**config.mk**
```make
export PLATFORM = sky130hd
export DESIGN_NAME = led_color_sequence_fader
export DESIGN_NICKNAME = d
export VERILOG_FILES = /design/src/lcsf_pkg.sv /design/src/lcsf_color_mem.sv /design/src/lcsf_pixel_mem.sv /design/src/lcsf_pix_calc.sv /design/src/led_color_sequence_fader.sv
export SDC_FILE = /design/constraint.sdc
export NUM_CORES = 2
export LEC_CHECK = 0
export BUFFER_PORTS_ARGS = -buffer_cell sky130_fd_sc_hd__buf_2
export CAP_MARGIN = 20
export CORE_AREA = 5 5 847 849
export DETAILED_ROUTE_END_ITERATION = 8
export DIE_AREA = 0 0 852 854
export MAX_ROUTING_LAYER = met4
export PLACE_DENSITY = 0.41
export SLEW_MARGIN = 30
export SYNTH_ARGS = -nofsm -noshare
export SYNTH_HDL_FRONTEND = slang
export SYNTH_MEMORY_MAX_BITS = 65536
export SYNTH_SLANG_ARGS = --single-unit
```
**constraint.sdc**
```tcl
create_clock -name clk_i -period 9.4 [get_ports clk_i]
set_input_delay 0.47 -clock clk_i [delete_from_list [all_inputs] [get_ports clk_i]]
set_output_delay 0.47 -clock clk_i [all_outputs]
set_load 0.1 [all_outputs]
```
**src/lcsf_pkg.sv**
```systemverilog
// lcsf_pkg: shared types, constants and helper functions of the led color sequence fader
// no dependencies; imported by every module of the block
`default_nettype none

package lcsf_pkg;

  localparam int unsigned LCSF_NUM_PIXELS = 8;
  localparam int unsigned LCSF_NUM_STEPS  = 16;

  localparam int unsigned CFG_W = 31;

  localparam logic [4:0]  STEP_COUNT_RST = 5'd1;
  localparam logic [30:0] HOLD_MS_RST    = 31'd0;
  localparam logic [7:0]  FADE_STEP_RST  = 8'd1;
  localparam logic [7:0]  TBRIGHT_RST    = 8'hff;
  localparam logic [31:0] PERIOD_RST     = 32'd10;

  typedef enum logic [1:0] {
    CFG_STEP_COUNT        = 2'd0,
    CFG_HOLD_MS           = 2'd1,
    CFG_FADE_STEP         = 2'd2,
    CFG_TARGET_BRIGHTNESS = 2'd3
  } cfg_idx_e;

  typedef enum logic {
    OP_TICK  = 1'b0,
    OP_WRITE = 1'b1
  } op_e;

  typedef enum logic [1:0] {
    ST_CLEAR,
    ST_IDLE,
    ST_RUN,
    ST_EMIT
  } lcsf_state_e;

  typedef struct packed {
    logic        operation;
    logic [31:0] now_ms;
    logic [2:0]  pixel_sel;
    logic [3:0]  step_sel;
    logic [23:0] entry_color;
    logic [31:0] entry_period_ms;
  } lcsf_in_t;

  typedef struct packed {
    logic [2:0]  pixel_out;
    logic [7:0]  red_out;
    logic [7:0]  green_out;
    logic [7:0]  blue_out;
    logic [7:0]  brightness_out;
    logic        updated;
    logic [3:0]  step_out;
    logic [31:0] period_out;
    logic        last;
  } lcsf_out_t;

  typedef struct packed {
    logic [23:0] rgb;
    logic [31:0] hold_start;
    logic        hold_done;
  } pix_st_t;

  typedef struct packed {
    logic       updated;
    logic       done;
    logic [7:0] brightness;
  } calc_res_t;

  typedef struct packed {
    logic [23:0] rgb;
    logic [7:0]  brightness;
    logic        updated;
  } rbuf_t;

  function automatic logic [7:0] approach(input logic [7:0] cur, input logic [7:0] tgt,
                                          input logic [7:0] step);
    logic [7:0] diff;
    logic [7:0] res;
    diff = (cur > tgt) ? (cur - tgt) : (tgt - cur);
    if (diff <= step) begin
      res = tgt;
    end else if (cur < tgt) begin
      res = cur + step;
    end else begin
      res = cur - step;
    end
    return res;
  endfunction

endpackage

`default_nettype wire

```
**src/lcsf_color_mem.sv**
```systemverilog
// lcsf_color_mem: color table, one 24-bit entry per pixel and step
// depends on lcsf_pkg; cleared by the controller sweeping the write port
`default_nettype none

module lcsf_color_mem
  import lcsf_pkg::*;
#(
  parameter int unsigned NUM_PIXELS = LCSF_NUM_PIXELS,
  parameter int unsigned NUM_STEPS  = LCSF_NUM_STEPS,
  localparam int unsigned DEPTH  = NUM_PIXELS * NUM_STEPS,
  localparam int unsigned ADDR_W = (DEPTH > 1) ? $clog2(DEPTH) : 1
) (
  input  wire              clk_i,
  input  wire              we_i,
  input  wire [ADDR_W-1:0] waddr_i,
  input  wire [23:0]       wdata_i,
  input  wire              re_i,
  input  wire [ADDR_W-1:0] raddr_i,
  output logic [23:0]      rdata_o
);

  logic [23:0] mem [DEPTH];
  logic [23:0] rdata_q;

  always_ff @(posedge clk_i) begin
    if (we_i) begin
      mem[waddr_i] <= wdata_i;
    end
    if (re_i) begin
      rdata_q <= mem[raddr_i];
    end
  end

  assign rdata_o = rdata_q;

endmodule

`default_nettype wire

```
**src/lcsf_pixel_mem.sv**
```systemverilog
// lcsf_pixel_mem: per-pixel state (color, hold start, hold flag) with valid bits
// depends on lcsf_pkg; an entry never written reads as zero
`default_nettype none

module lcsf_pixel_mem
  import lcsf_pkg::*;
#(
  parameter int unsigned NUM_PIXELS = LCSF_NUM_PIXELS,
  localparam int unsigned PIX_W = (NUM_PIXELS > 1) ? $clog2(NUM_PIXELS) : 1
) (
  input  wire             clk_i,
  input  wire             rst_ni,
  input  wire             we_i,
  input  wire [PIX_W-1:0] waddr_i,
  input  wire pix_st_t    wdata_i,
  input  wire             re_i,
  input  wire [PIX_W-1:0] raddr_i,
  output pix_st_t         rdata_o
);

  pix_st_t                 mem [NUM_PIXELS];
  pix_st_t                 rdata_q;
  logic [NUM_PIXELS-1:0]   vld_q;
  logic                    rd_vld_q;

  always_ff @(posedge clk_i) begin
    if (we_i) begin
      mem[waddr_i] <= wdata_i;
    end
    if (re_i) begin
      rdata_q <= mem[raddr_i];
    end
  end

  always_ff @(posedge clk_i or negedge rst_ni) begin
    if (!rst_ni) begin
      vld_q    <= '0;
      rd_vld_q <= 1'b0;
    end else begin
      if (we_i) begin
        vld_q[waddr_i] <= 1'b1;
      end
      if (re_i) begin
        rd_vld_q <= vld_q[raddr_i];
      end
    end
  end

  assign rdata_o = rd_vld_q ? rdata_q : '0;

endmodule

`default_nettype wire

```
**src/lcsf_pix_calc.sv**
```systemverilog
// lcsf_pix_calc: one pixel's fade step, hold timer check and brightness move
// depends on lcsf_pkg (approach function, pixel state and result types)
`default_nettype none

module lcsf_pix_calc
  import lcsf_pkg::*;
(
  input  wire pix_st_t cur_i,
  input  wire [23:0]  tgt_i,
  input  wire [7:0]   bright_i,
  input  wire [7:0]   tbright_i,
  input  wire [7:0]   fade_i,
  input  wire [30:0]  hold_ms_i,
  input  wire [31:0]  now_i,
  output pix_st_t     nxt_o,
  output calc_res_t   res_o
);

  logic [7:0]  r, g, b;
  logic        was_ok;
  logic        reached;
  logic [31:0] elapsed;

  assign was_ok = (cur_i.rgb == tgt_i) && (bright_i == tbright_i);
  assign r = approach(cur_i.rgb[23:16], tgt_i[23:16], fade_i);
  assign g = approach(cur_i.rgb[15:8], tgt_i[15:8], fade_i);
  assign b = approach(cur_i.rgb[7:0], tgt_i[7:0], fade_i);
  assign reached = ({r, g, b} == tgt_i);
  assign elapsed = now_i - cur_i.hold_start;

  always_comb begin
    nxt_o.rgb        = {r, g, b};
    nxt_o.hold_start = cur_i.hold_start;
    nxt_o.hold_done  = cur_i.hold_done;
    res_o.updated    = 1'b1;
    res_o.done       = 1'b0;
    if (reached) begin
      if (elapsed >= {1'b0, hold_ms_i}) begin
        nxt_o.hold_done  = 1'b1;
        nxt_o.hold_start = now_i;
      end
      if (was_ok) begin
        res_o.done    = nxt_o.hold_done;
        res_o.updated = 1'b0;
      end
    end else begin
      nxt_o.hold_done = 1'b0;
    end
    res_o.brightness = bright_i;
    if (res_o.updated) begin
      if (bright_i < tbright_i) begin
        res_o.brightness = bright_i + 8'd1;
      end else if (bright_i > tbright_i) begin
        res_o.brightness = bright_i - 8'd1;
      end
    end
  end

endmodule

`default_nettype wire

```
**src/led_color_sequence_fader.sv**
```systemverilog
// led_color_sequence_fader: top level with control sequencer, period table and result buffer
// depends on lcsf_pkg, lcsf_color_mem, lcsf_pixel_mem, lcsf_pix_calc
// a tick holds busy high after it is taken, for one pixel read-modify-write per
// cycle through the pixel and color memories, then one result beat per cycle from the buffer
// results come out only after every pixel of the tick has been updated
// after reset every entry of the color memory is swept to zero with busy high
// results are strobed for one cycle each and cannot be held off by the receiver
`default_nettype none

module led_color_sequence_fader
  import lcsf_pkg::*;
#(
  parameter int unsigned NUM_PIXELS = LCSF_NUM_PIXELS,
  parameter int unsigned NUM_STEPS  = LCSF_NUM_STEPS
) (
  input  wire              clk_i,
  input  wire              rst_ni,
  input  wire              start_i,
  output logic             busy_o,
  input  wire lcsf_in_t    item_i,
  output logic             result_valid_o,
  output lcsf_out_t        result_o,
  input  wire              cfg_we_i,
  input  wire [1:0]        cfg_idx_i,
  input  wire [CFG_W-1:0]  cfg_wdata_i
);

  localparam int unsigned PIX_W   = (NUM_PIXELS > 1) ? $clog2(NUM_PIXELS) : 1;
  localparam int unsigned PCNT_W  = $clog2(NUM_PIXELS + 1);
  localparam int unsigned STEP_W  = (NUM_STEPS > 1) ? $clog2(NUM_STEPS) : 1;
  localparam int unsigned SI_W    = STEP_W + 1;
  localparam int unsigned CDEPTH  = NUM_PIXELS * NUM_STEPS;
  localparam int unsigned CADDR_W = (CDEPTH > 1) ? $clog2(CDEPTH) : 1;

  lcsf_state_e state_q, state_d;

  logic [4:0]  step_count_q;
  logic [30:0] hold_ms_q;
  logic [7:0]  fade_q;
  logic [7:0]  tbright_q;

  logic [CADDR_W-1:0] clr_cnt_q;
  logic [PCNT_W-1:0]  rd_cnt_q;
  logic               proc_vld_q;
  logic [PIX_W-1:0]   proc_pix_q;
  logic               all_done_q;
  logic [31:0]        now_q;
  logic [7:0]         bright_q;
  logic [STEP_W-1:0]  step_idx_q;
  logic [PIX_W-1:0]   em_cnt_q;

  logic out_vld_q;
  logic [2:0] out_pix_q;
  logic out_last_q;

  logic accept;
  logic wr_accept;
  logic tick_accept;
  logic wr_ok;
  logic issue;
  logic last_proc;
  logic em_last;
  logic clr_last;

  logic [STEP_W-1:0] step_nxt;
  logic [SI_W-1:0]   si_inc;
  logic              all_done;

  logic               cm_we;
  logic [CADDR_W-1:0] cm_waddr;
  logic [23:0]        cm_wdata;
  logic [CADDR_W-1:0] cm_raddr;
  logic [23:0]        cm_rdata;

  pix_st_t   pm_rdata;
  pix_st_t   pix_nxt;
  calc_res_t calc_res;

  logic [31:0] per_mem [NUM_STEPS];
  logic [NUM_STEPS-1:0] per_vld_q;
  logic [31:0] per_rd_q;
  logic        per_rd_vld_q;

  rbuf_t rbuf [NUM_PIXELS];
  rbuf_t rbuf_rd_q;

  // control

  assign busy_o      = (state_q != ST_IDLE);
  assign accept      = start_i && !busy_o;
  assign wr_accept   = accept && (item_i.operation == OP_WRITE);
  assign tick_accept = accept && (item_i.operation == OP_TICK);
  assign wr_ok       = ({1'b0, item_i.step_sel} < step_count_q)
                       && (32'(item_i.step_sel) < NUM_STEPS)
                       && (32'(item_i.pixel_sel) < NUM_PIXELS);
  assign issue       = (state_q == ST_RUN) && (rd_cnt_q < PCNT_W'(NUM_PIXELS));
  assign last_proc   = proc_vld_q && (proc_pix_q == PIX_W'(NUM_PIXELS - 1));
  assign em_last     = (em_cnt_q == PIX_W'(NUM_PIXELS - 1));
  assign clr_last    = (clr_cnt_q == CADDR_W'(CDEPTH - 1));

  always_comb begin
    state_d = state_q;
    case (state_q)
      ST_CLEAR: begin
        if (clr_last) begin
          state_d = ST_IDLE;
        end
      end
      ST_IDLE: begin
        if (tick_accept) begin
          state_d = ST_RUN;
        end
      end
      ST_RUN: begin
        if (last_proc) begin
          state_d = ST_EMIT;
        end
      end
      ST_EMIT: begin
        if (em_last) begin
          state_d = ST_IDLE;
        end
      end
      default: state_d = ST_IDLE;
    endcase
  end

  always_ff @(posedge clk_i or negedge rst_ni) begin
    if (!rst_ni) begin
      state_q <= ST_CLEAR;
    end else begin
      state_q <= state_d;
    end
  end

  // configuration registers

  always_ff @(posedge clk_i or negedge rst_ni) begin
    if (!rst_ni) begin
      step_count_q <= STEP_COUNT_RST;
      hold_ms_q    <= HOLD_MS_RST;
      fade_q       <= FADE_STEP_RST;
      tbright_q    <= TBRIGHT_RST;
    end else if (cfg_we_i) begin
      case (cfg_idx_e'(cfg_idx_i))
        CFG_STEP_COUNT: begin
          if (32'(cfg_wdata_i[4:0]) inside {[1:NUM_STEPS]}) begin
            step_count_q <= cfg_wdata_i[4:0];
          end
        end
        CFG_HOLD_MS:           hold_ms_q <= cfg_wdata_i[30:0];
        CFG_FADE_STEP:         fade_q    <= cfg_wdata_i[7:0];
        CFG_TARGET_BRIGHTNESS: tbright_q <= cfg_wdata_i[7:0];
        default: ;
      endcase
    end
  end

  // step advance at the end of a tick

  assign all_done = all_done_q && calc_res.done;
  assign si_inc   = SI_W'(step_idx_q) + SI_W'(1);

  always_comb begin
    step_nxt = step_idx_q;
    if (all_done) begin
      if ((si_inc >= SI_W'(NUM_STEPS)) || (32'(si_inc) >= 32'(step_count_q))) begin
        step_nxt = '0;
      end else begin
        step_nxt = si_inc[STEP_W-1:0];
      end
    end
  end

  // sequencer registers

  always_ff @(posedge clk_i or negedge rst_ni) begin
    if (!rst_ni) begin
      clr_cnt_q  <= '0;
      rd_cnt_q   <= '0;
      proc_vld_q <= 1'b0;
      proc_pix_q <= '0;
      all_done_q <= 1'b1;
      now_q      <= '0;
      bright_q   <= '0;
      step_idx_q <= '0;
      em_cnt_q   <= '0;
      out_vld_q  <= 1'b0;
      out_pix_q  <= '0;
      out_last_q <= 1'b0;
    end else begin
      if (state_q == ST_CLEAR) begin
        clr_cnt_q <= clr_cnt_q + CADDR_W'(1);
      end
      if (tick_accept) begin
        now_q      <= item_i.now_ms;
        rd_cnt_q   <= '0;
        all_done_q <= 1'b1;
        em_cnt_q   <= '0;
      end
      if (issue) begin
        rd_cnt_q <= rd_cnt_q + PCNT_W'(1);
      end
      proc_vld_q <= issue;
      proc_pix_q <= rd_cnt_q[PIX_W-1:0];
      if (proc_vld_q) begin
        all_done_q <= all_done;
        bright_q   <= calc_res.brightness;
      end
      if (last_proc) begin
        step_idx_q <= step_nxt;
      end
      out_vld_q <= (state_q == ST_EMIT);
      if (state_q == ST_EMIT) begin
        em_cnt_q   <= em_cnt_q + PIX_W'(1);
        out_pix_q  <= 3'(em_cnt_q);
        out_last_q <= em_last;
      end
    end
  end

  // color memory, swept to zero after reset

  always_comb begin
    cm_we    = 1'b0;
    cm_waddr = CADDR_W'(item_i.pixel_sel) * CADDR_W'(NUM_STEPS) + CADDR_W'(item_i.step_sel);
    cm_wdata = item_i.entry_color;
    if (state_q == ST_CLEAR) begin
      cm_we    = 1'b1;
      cm_waddr = clr_cnt_q;
      cm_wdata = '0;
    end else if (wr_accept && wr_ok) begin
      cm_we = 1'b1;
    end
  end

  assign cm_raddr = CADDR_W'(rd_cnt_q[PIX_W-1:0]) * CADDR_W'(NUM_STEPS)
                    + CADDR_W'(step_idx_q);

  lcsf_color_mem #(
    .NUM_PIXELS (NUM_PIXELS),
    .NUM_STEPS  (NUM_STEPS)
  ) u_color_mem (
    .clk_i   (clk_i),
    .we_i    (cm_we),
    .waddr_i (cm_waddr),
    .wdata_i (cm_wdata),
    .re_i    (issue),
    .raddr_i (cm_raddr),
    .rdata_o (cm_rdata)
  );

  // pixel state memory; the read of pixel p+1 and the write of pixel p never share an entry

  lcsf_pixel_mem #(
    .NUM_PIXELS (NUM_PIXELS)
  ) u_pixel_mem (
    .clk_i   (clk_i),
    .rst_ni  (rst_ni),
    .we_i    (proc_vld_q),
    .waddr_i (proc_pix_q),
    .wdata_i (pix_nxt),
    .re_i    (issue),
    .raddr_i (rd_cnt_q[PIX_W-1:0]),
    .rdata_o (pm_rdata)
  );

  lcsf_pix_calc u_pix_calc (
    .cur_i     (pm_rdata),
    .tgt_i     (cm_rdata),
    .bright_i  (bright_q),
    .tbright_i (tbright_q),
    .fade_i    (fade_q),
    .hold_ms_i (hold_ms_q),
    .now_i     (now_q),
    .nxt_o     (pix_nxt),
    .res_o     (calc_res)
  );

  // period table

  always_ff @(posedge clk_i) begin
    if (wr_accept && wr_ok) begin
      per_mem[STEP_W'(item_i.step_sel)] <= item_i.entry_period_ms;
    end
    if (last_proc) begin
      per_rd_q <= per_mem[step_nxt];
    end
  end

  always_ff @(posedge clk_i or negedge rst_ni) begin
    if (!rst_ni) begin
      per_vld_q    <= '0;
      per_rd_vld_q <= 1'b0;
    end else begin
      if (wr_accept && wr_ok) begin
        per_vld_q[STEP_W'(item_i.step_sel)] <= 1'b1;
      end
      if (last_proc) begin
        per_rd_vld_q <= per_vld_q[step_nxt];
      end
    end
  end

  // result buffer

  always_ff @(posedge clk_i) begin
    if (proc_vld_q) begin
      rbuf[proc_pix_q] <= '{rgb: pix_nxt.rgb, brightness: calc_res.brightness,
                            updated: calc_res.updated};
    end
    if (state_q == ST_EMIT) begin
      rbuf_rd_q <= rbuf[em_cnt_q];
    end
  end

  assign result_valid_o          = out_vld_q;
  assign result_o.pixel_out      = out_pix_q;
  assign result_o.red_out        = rbuf_rd_q.rgb[23:16];
  assign result_o.green_out      = rbuf_rd_q.rgb[15:8];
  assign result_o.blue_out       = rbuf_rd_q.rgb[7:0];
  assign result_o.brightness_out = rbuf_rd_q.brightness;
  assign result_o.updated        = rbuf_rd_q.updated;
  assign result_o.step_out       = 4'(step_idx_q);
  assign result_o.period_out     = per_rd_vld_q ? per_rd_q : PERIOD_RST;
  assign result_o.last           = out_last_q;

`ifndef NO_ASSERTIONS
  a_proc_in_run: assert property (@(posedge clk_i) disable iff (!rst_ni)
    proc_vld_q |-> (state_q == ST_RUN))
    else $error("pixel update outside of a tick");

  a_pixel_order: assert property (@(posedge clk_i) disable iff (!rst_ni)
    (proc_vld_q && $past(proc_vld_q)) |-> (proc_pix_q == PIX_W'($past(proc_pix_q) + 1'b1)))
    else $error("pixels not walked in order");

  a_step_change: assert property (@(posedge clk_i) disable iff (!rst_ni)
    (step_idx_q != $past(step_idx_q)) |-> $past(last_proc))
    else $error("step index moved outside the end of a tick");

  a_last_gap: assert property (@(posedge clk_i) disable iff (!rst_ni)
    (result_valid_o && result_o.last) |=> !result_valid_o)
    else $error("result beat right after the last beat of a tick");

  a_emit_count: assert property (@(posedge clk_i) disable iff (!rst_ni)
    (state_q == ST_EMIT) |-> (em_cnt_q <= PIX_W'(NUM_PIXELS - 1)))
    else $error("result buffer read beyond the pixel count");
`endif

endmodule

`default_nettype wire

```
# Word level (Yosys, flattened, before mapping)
# Memories as Yosys holds them, arrays and structs flattened. A register that Yosys moved wholly into a read port is not among the register bits.
# Cells that the tools add are included.
# word_totals
inputBits	133
output_inout_bits	75
ff_bits	148
mem_count	4
mem_bits_rw	4304
# op_classes
n_eq_ne	17
add_sub_neg	21
reduce_logical	23
magnitude_cmp	24
bitwise	3
mux	49
# mem_list
memory	words	width	read_ports	rd_ports_with_merged_regs	write_ports	line_no	rtl
u_color_mem.mem	128	24	1	1	1	lcsf_color_mem.sv:22	logic [23:0] mem [DEPTH];
per_mem	16	32	1	1	1	led_color_sequence_fader.sv:79	logic [31:0] per_mem [NUM_STEPS];
u_pixel_mem.mem	8	57	1	1	1	lcsf_pixel_mem.sv:21	pix_st_t mem [NUM_PIXELS];
rbuf	8	33	1	1	1	led_color_sequence_fader.sv:84	rbuf_t rbuf [NUM_PIXELS];
# ops
cell	count
8-bit two-way mux	12
8-bit subtractor	9
32-bit two-way mux	2
57-bit two-way mux	1
24-bit equality test	2
33-bit two-way mux	1
32-bit by 31-bit >= comparator with 1-bit output	1
8-bit > comparator	4
8-bit less-than comparator	4
32-bit subtractor	1
8-bit adder	3
8-bit less-or-equal comparator	3
24-bit two-way mux	1
4-bit two-way mux	4
16-bit bitwise OR	1
7-bit by 4-bit adder with 7-bit output	2
1-bit two-way mux	14
2-bit two-way mux	6
1-bit logical AND	11
4-bit by 5-bit less-than comparator with 1-bit output, second input constant	2
8-bit by 1-bit adder with 8-bit output, second input constant	1
2-bit equality test, second input constant	4
8-bit equality test	1
3-bit by 4-bit less-than comparator with 1-bit output, second input constant	2
other kinds (34)	45

# Logic depth before layout (Yosys ltp)
# logic_depth
ltp_word	11
mapped_depth	39
ltp_nobuf	32

# By module
# Synthesis repeated with hierarchy kept, for this count alone.
# hier_totals
cells_unflattened	8724
hier_area_um2	183292.0
# modules_own_cells
module	instances	area_per_inst_um2	cells_per_inst
lcsf_color_mem	1	117621.6	4538
led_color_sequence_fader	1	38247.9	2320
lcsf_pixel_mem	1	19582.5	816
lcsf_pix_calc	1	7840.0	1050

# Least setup slack after synthesis
# No wires, ideal clock.
# synth_timing
path_type	reg-to-reg
startpoint	reg u_pixel_mem.rd_vld_q
endpoint	reg per_rd_q[10] (read register of per_mem), data pin
required_ns	9.134
setup_ns	0.266
synth_period_minus_slack_ns	7.922
n_path_buf	6
path_stages_with_launch	39
arrival_ns	7.656
setup_slack_ns	1.478
path_cell_list	dfrtp_1 -> clkbuf_1 -> clkbuf_1 -> nand2_1 -> ha_1 -> inv_1 -> fa_1 -> a311o_1 -> o21a_1 -> nor2_1 -> a21o_1 -> clkbuf_1 -> nand2_1 -> o211ai_1 -> a21boi_0 -> o21ai_0 -> nand2_1 -> a21oi_1 -> (+3 left out) -> ha_1 -> nand4_1 -> or2_2 -> and2_1 -> a21o_1 -> clkbuf_1 -> a41o_1 -> a2bb2oi_1 -> nor4b_1 -> o211ai_1 -> a2111oi_4 -> mux2i_1 -> buf_2 -> buf_1 -> mux2i_1 -> a32oi_1 -> nand4_1 -> o21ai_1
# synth_via
elab_chain_len	9
elab_cells_between_ends	41
# synth_lines
item	line_no	rtl
start, declared	lcsf_pixel_mem.sv:24	logic rd_vld_q;
start signal, assigned	lcsf_pixel_mem.sv:44	rd_vld_q <= vld_q[raddr_i];
57-bit two-way mux *	lcsf_pixel_mem.sv:49	assign rdata_o = rd_vld_q ? rdata_q : '0;
parallel branches: the longest is 5 deep, another holds 32-bit subtractor	--	
2-bit two-way mux *	lcsf_pix_calc.sv:37	if (reached) begin
1-bit logical AND *	led_color_sequence_fader.sv:161	assign all_done = all_done_q && calc_res.done;
4-bit two-way mux *	led_color_sequence_fader.sv:166	if (all_done) begin
end, declared	led_color_sequence_fader.sv:81	logic [31:0] per_rd_q;
# Mark *: on every way between the ends.
# A chain may end at the register's enable or synchronous reset.

# Worst setup path after layout
# layout_timing
startpoint	reg u_pixel_mem.rd_vld_q
endpoint	reg per_rd_q[21] (read register of per_mem), data pin
# Same word-level chain as after synthesis.

==> impl_metrics.json <==
{
  "synth_edf_count": 4258,
  "crit_path_max_incr_delay_ns": 0.45,
  "hold_ws_ns": 0.0974,
  "synth.distinct_cells": 81,
  "die_h_um": 854,
  "core_area_um2": 710000,
  "drt_wl_total_mm": 526,
  "finClkSkew_ns": 0.129,
  "synth.avg_cell_area_um2": 20.9,
  "ir_drop_mv": 0.188,
  "hold_depth": 3,
  "synth.cell_area_um2": 177000,
  "grt_pass1_vias": 91400,
  "status": "complete, no violations",
  "fin_crit_ns": 8.66,
  "nets": 9500,
  "busiest_layer": "met2",
  "grt-ovfl-total": 0,
  "dieWidth_um": 852,
  "rsz0062_at_grt": "false",
  "post_route_cells_drive_above_1_share_pct": 30.1,
  "p_int_uw": 37400,
  "synth_seq_cells": 4406,
  "cts_inserted_buffers": 482,
  "maxCapViolCount": 0,
  "clock_sinks": 4406,
  "cpMostUsedCell": "mux2i_1",
  "die-area_um2": 728000,
  "pwr-share-comb_pct": 19.0,
  "io_buffers": 207,
  "grt_max_degree": 123,
  "ys.flop_type": "edfxtp_1",
  "critical_path.endpoint_type": "flip-flop",
  "maxSlewHeadroom_pct": 29.9,
  "worstSkewPairLatency_ns": 1.06,
  "power.share.clock_pct": 35.0,
  "pwr-share-seq_pct": 46.0,
  "clockBufferDepth": 4,
  "critPathRequiredTime_ns": 10.09,
  "globalRouteMet1Util_pct": 19.3,
  "period_share_pct": 92.1,
  "instances_no_fill": 19000,
  "dp.cells": 17900,
  "antenna_found_initial": 82,
  "leakagePower_uw": 0.0659,
  "synthCells": 8473,
  "max_slew.worst_pin.slew_ns": 1.05,
  "yosys_warnings": 0,
  "synth_seq_area_share_pct": 74.4,
  "async_flop_share_pct": 3.36,
  "hold_viol_final": 0,
  "switching_share_pct": 28.8,
  "critPathMaxFanout": 24,
  "cp.arrival_ns": 9.35,
  "cts_tree": "built",
  "rr_worst_depth": 33,
  "rr_startpoint": "u_pixel_mem.rd_vld_q",
  "vias": 87000,
  "vias_per_cell": 4.58,
  "critPathLaunchType": "flip-flop",
  "hpwl_mm": 303,
  "ant_nets": 0,
  "hold_path_startpoint": "item_i[50]",
  "use_met2_pct": 24.0,
  "rows": 310,
  "drc": 0,
  "cts-root-buf": "clkbuf_16",
  "whs_endpoint": "u_color_mem.mem[64][18]",
  "place_congestion": 0.789,
  "syn_nets": 8793,
  "cts_setup_buffers": 0,
  "grtUsageTotal_pct": 14.5,
  "switchingPower_uw": 15100,
  "slew_violations": 0,
  "first_iter_violations": 7459,
  "r2r_setup_slack_ns": 0.74,
  "path_clk_slew_ns": 0.06,
  "syn_to_final_growth_pct": 18.5,
  "p_per_area_nw_per_um2": 251,
  "max_freq_mhz": 116,
  "start_util_pct": 24.9,
  "r2r-end": "per_rd_q[21]",
  "setup_viol": 0,
  "io_pins": 208,
  "grt_pass1_wl_mm": 732,
  "crit_slowest_cell": "dfrtp_2",
  "hold_class": "in2reg",
  "crit_type": "reg2reg",
  "setup_tns_ns": 0,
  "first_pass_iters": 6,
  "htreeDepth": 5,
  "avgRoutedWirePerCell_um": 27.7,
  "grt_use_met3_pct": 1.59
}
-- registers in the layout, summed over array words and instances (netlist names), 4 cells and up --
register and cells:
bright_q 8, clr_cnt_q 7, fade_q 8, hold_ms_q 31, now_q 32, per_mem 512
per_rd_q 32, per_vld_q 16, rbuf 170, rd_cnt_q 4, result_o 33, step_count_q 5
step_idx_q 4, tbright_q 8, u_color_mem.mem 3072, u_color_mem.rdata_o 24, u_pixel_mem.mem 358, u_pixel_mem.rdata_q 57
u_pixel_mem.vld_q 8
-- through the flow --
stage / power [uW] / worst slack [ns] / utilization, % / instance area, um^2
floorplan: 30700 / 1.48 / - / 177000
global placement: 34400 / 0.531 / 27.1 / 192000
detailed placement: 34600 / 0.557 / 27.1 / 193000
CTS: 53200 / 0.540 / 29.4 / 209000
global route: 54800 / 0.0906 / 29.5 / 209000
finish: 52600 / 0.743 / 29.5 / 209000
-- area by class of cell --
| cell class | count | area, um^2 |
|---|---|---|
| fill | 68900 | 500000 |
| sequential | 4406 | 132000 |
| multi-input combinational | 3502 | 44500 |
| clock buffer | 581 | 12500 |
| tap | 9360 | 11700 |
| timing repair buffer | 651 | 5630 |
| clock inverter | 312 | 2820 |
| inverter | 137 | 519 |
| antenna | 35 | 87.6 |
-- layer usage --
metal	vias to the layer above	part of all wire, %
met3	688	4.4
met4	0	2.3
met5	-	0
met2	2198	49
met1	47700	44
li1	36500	-
-- layout by cell type, fill, tap and decap left out, drive strengths merged, types with 80 or more instances in the layout --
cell type / count
buf: 543
nand2: 469
clkinv: 251
nand4: 80
o21ai: 149
dlygate4sd3: 107
dfrtp: 137
mux2i: 212
nor2: 218
nand3: 156
mux4: 1190
edfxtp: 4258
ha: 177
clkbuf: 582
mux2: 219
inv: 148
xnor2: 89
-- how the worst max path moves through the flow --
stage / start / depth (start not counted) / endpoint / slack (ns)
6_report: u_pixel_mem.rd_vld_q / 33 / per_rd_q[21] / 0.74
5_1_grt: u_pixel_mem.rd_vld_q / 34 / per_rd_q[21] / 0.09
4_1_cts: u_pixel_mem.rd_vld_q / 33 / per_rd_q[21] / 0.54
3_5_place_dp: u_pixel_mem.rd_vld_q / 33 / per_rd_q[21] / 0.56
3_3_place_gp: u_pixel_mem.rd_vld_q / 32 / per_rd_q[11] / 0.53
2_1_floorplan: u_pixel_mem.rd_vld_q / 38 / per_rd_q[10] / 1.48
-- critical path, delay by kind of cell, from the launching register on --
kind | cells | cell delay, ns
buffers and inverters | 4 | 0.93
AO/OA/AOI/OAI | 14 | 3.49
adder cells (fa/ha/maj) | 2 | 0.68
AND/OR/NAND/NOR | 7 | 1.61
flip-flops | 1 | 0.45
multiplexers | 5 | 1.04
XOR/XNOR | 1 | 0.11
-- power groups by stage --
| stage | Combinational, uW | Sequential [uW] | Clock (uW) |
|---|---|---|---|
| after floorplan | 5760 | 25000 | 0 |
| after global placement | 9780 | 24600 | 0 |
| after detailed placement | 10000 | 24600 | 0 |
| after CTS | 10100 | 24200 | 18900 |
| after global routing | 10800 | 24200 | 19700 |
| final | 9990 | 24200 | 18400 |
-- cells by family after synthesis --
| group | after synthesis | synth area share (%) |
|---|---|---|
| DFF | 4406 | 74.4 |
| muxes | 1621 | 17.8 |
| and+or+nand+nor | 1132 | 2.92 |
| buffers and inverters | 565 | 1.25 |
| AOI/OAI and AO/OA | 432 | 1.59 |
| adders and majority gates | 190 | 1.38 |
| xor gates and xnor gates | 127 | 0.668 |
-- synthesized netlist by cell type (all sizes together) (5+ instances only) --
cell	count	area share, %
clkbuf	280	0.59
a211oi	15	0.067
or2	26	0.092
xnor2	89	0.44
nor4	6	0.021
nand4	80	0.28
nor3	31	0.088
inv	137	0.29
o31ai	7	0.030
a21o	45	0.19
ha	177	1.3
nand3	156	0.44
dfstp	11	0.16
a21oi	77	0.22
mux4	1190	15
a32oi	19	0.094
fa	10	0.11
o21a	17	0.072
buf	148	0.36
nand2b	30	0.11
xnor3	5	0.064
mux2	219	1.4
o211ai	14	0.059
xor2	33	0.16
a2111oi	5	0.035
nor2	218	0.46
edfxtp	4258	72
a22oi	17	0.072
o21ai	149	0.42
nand2	469	1.0
a31oi	9	0.032
mux2i	212	1.2
and3	10	0.035
and2	43	0.15
dfrtp	137	1.9
nand3b	7	0.030
nor2b	42	0.15
-- repair_timing --
item | 4_1_cts | 5_1_grt
hold buffers | 108 | 0
hold endpoints to repair | 793 | 0
gates resized for setup | 0 | 2
endpoints found under the setup margin | 0 | 2
No activity file was read; power rests on OpenSTA's default activity.
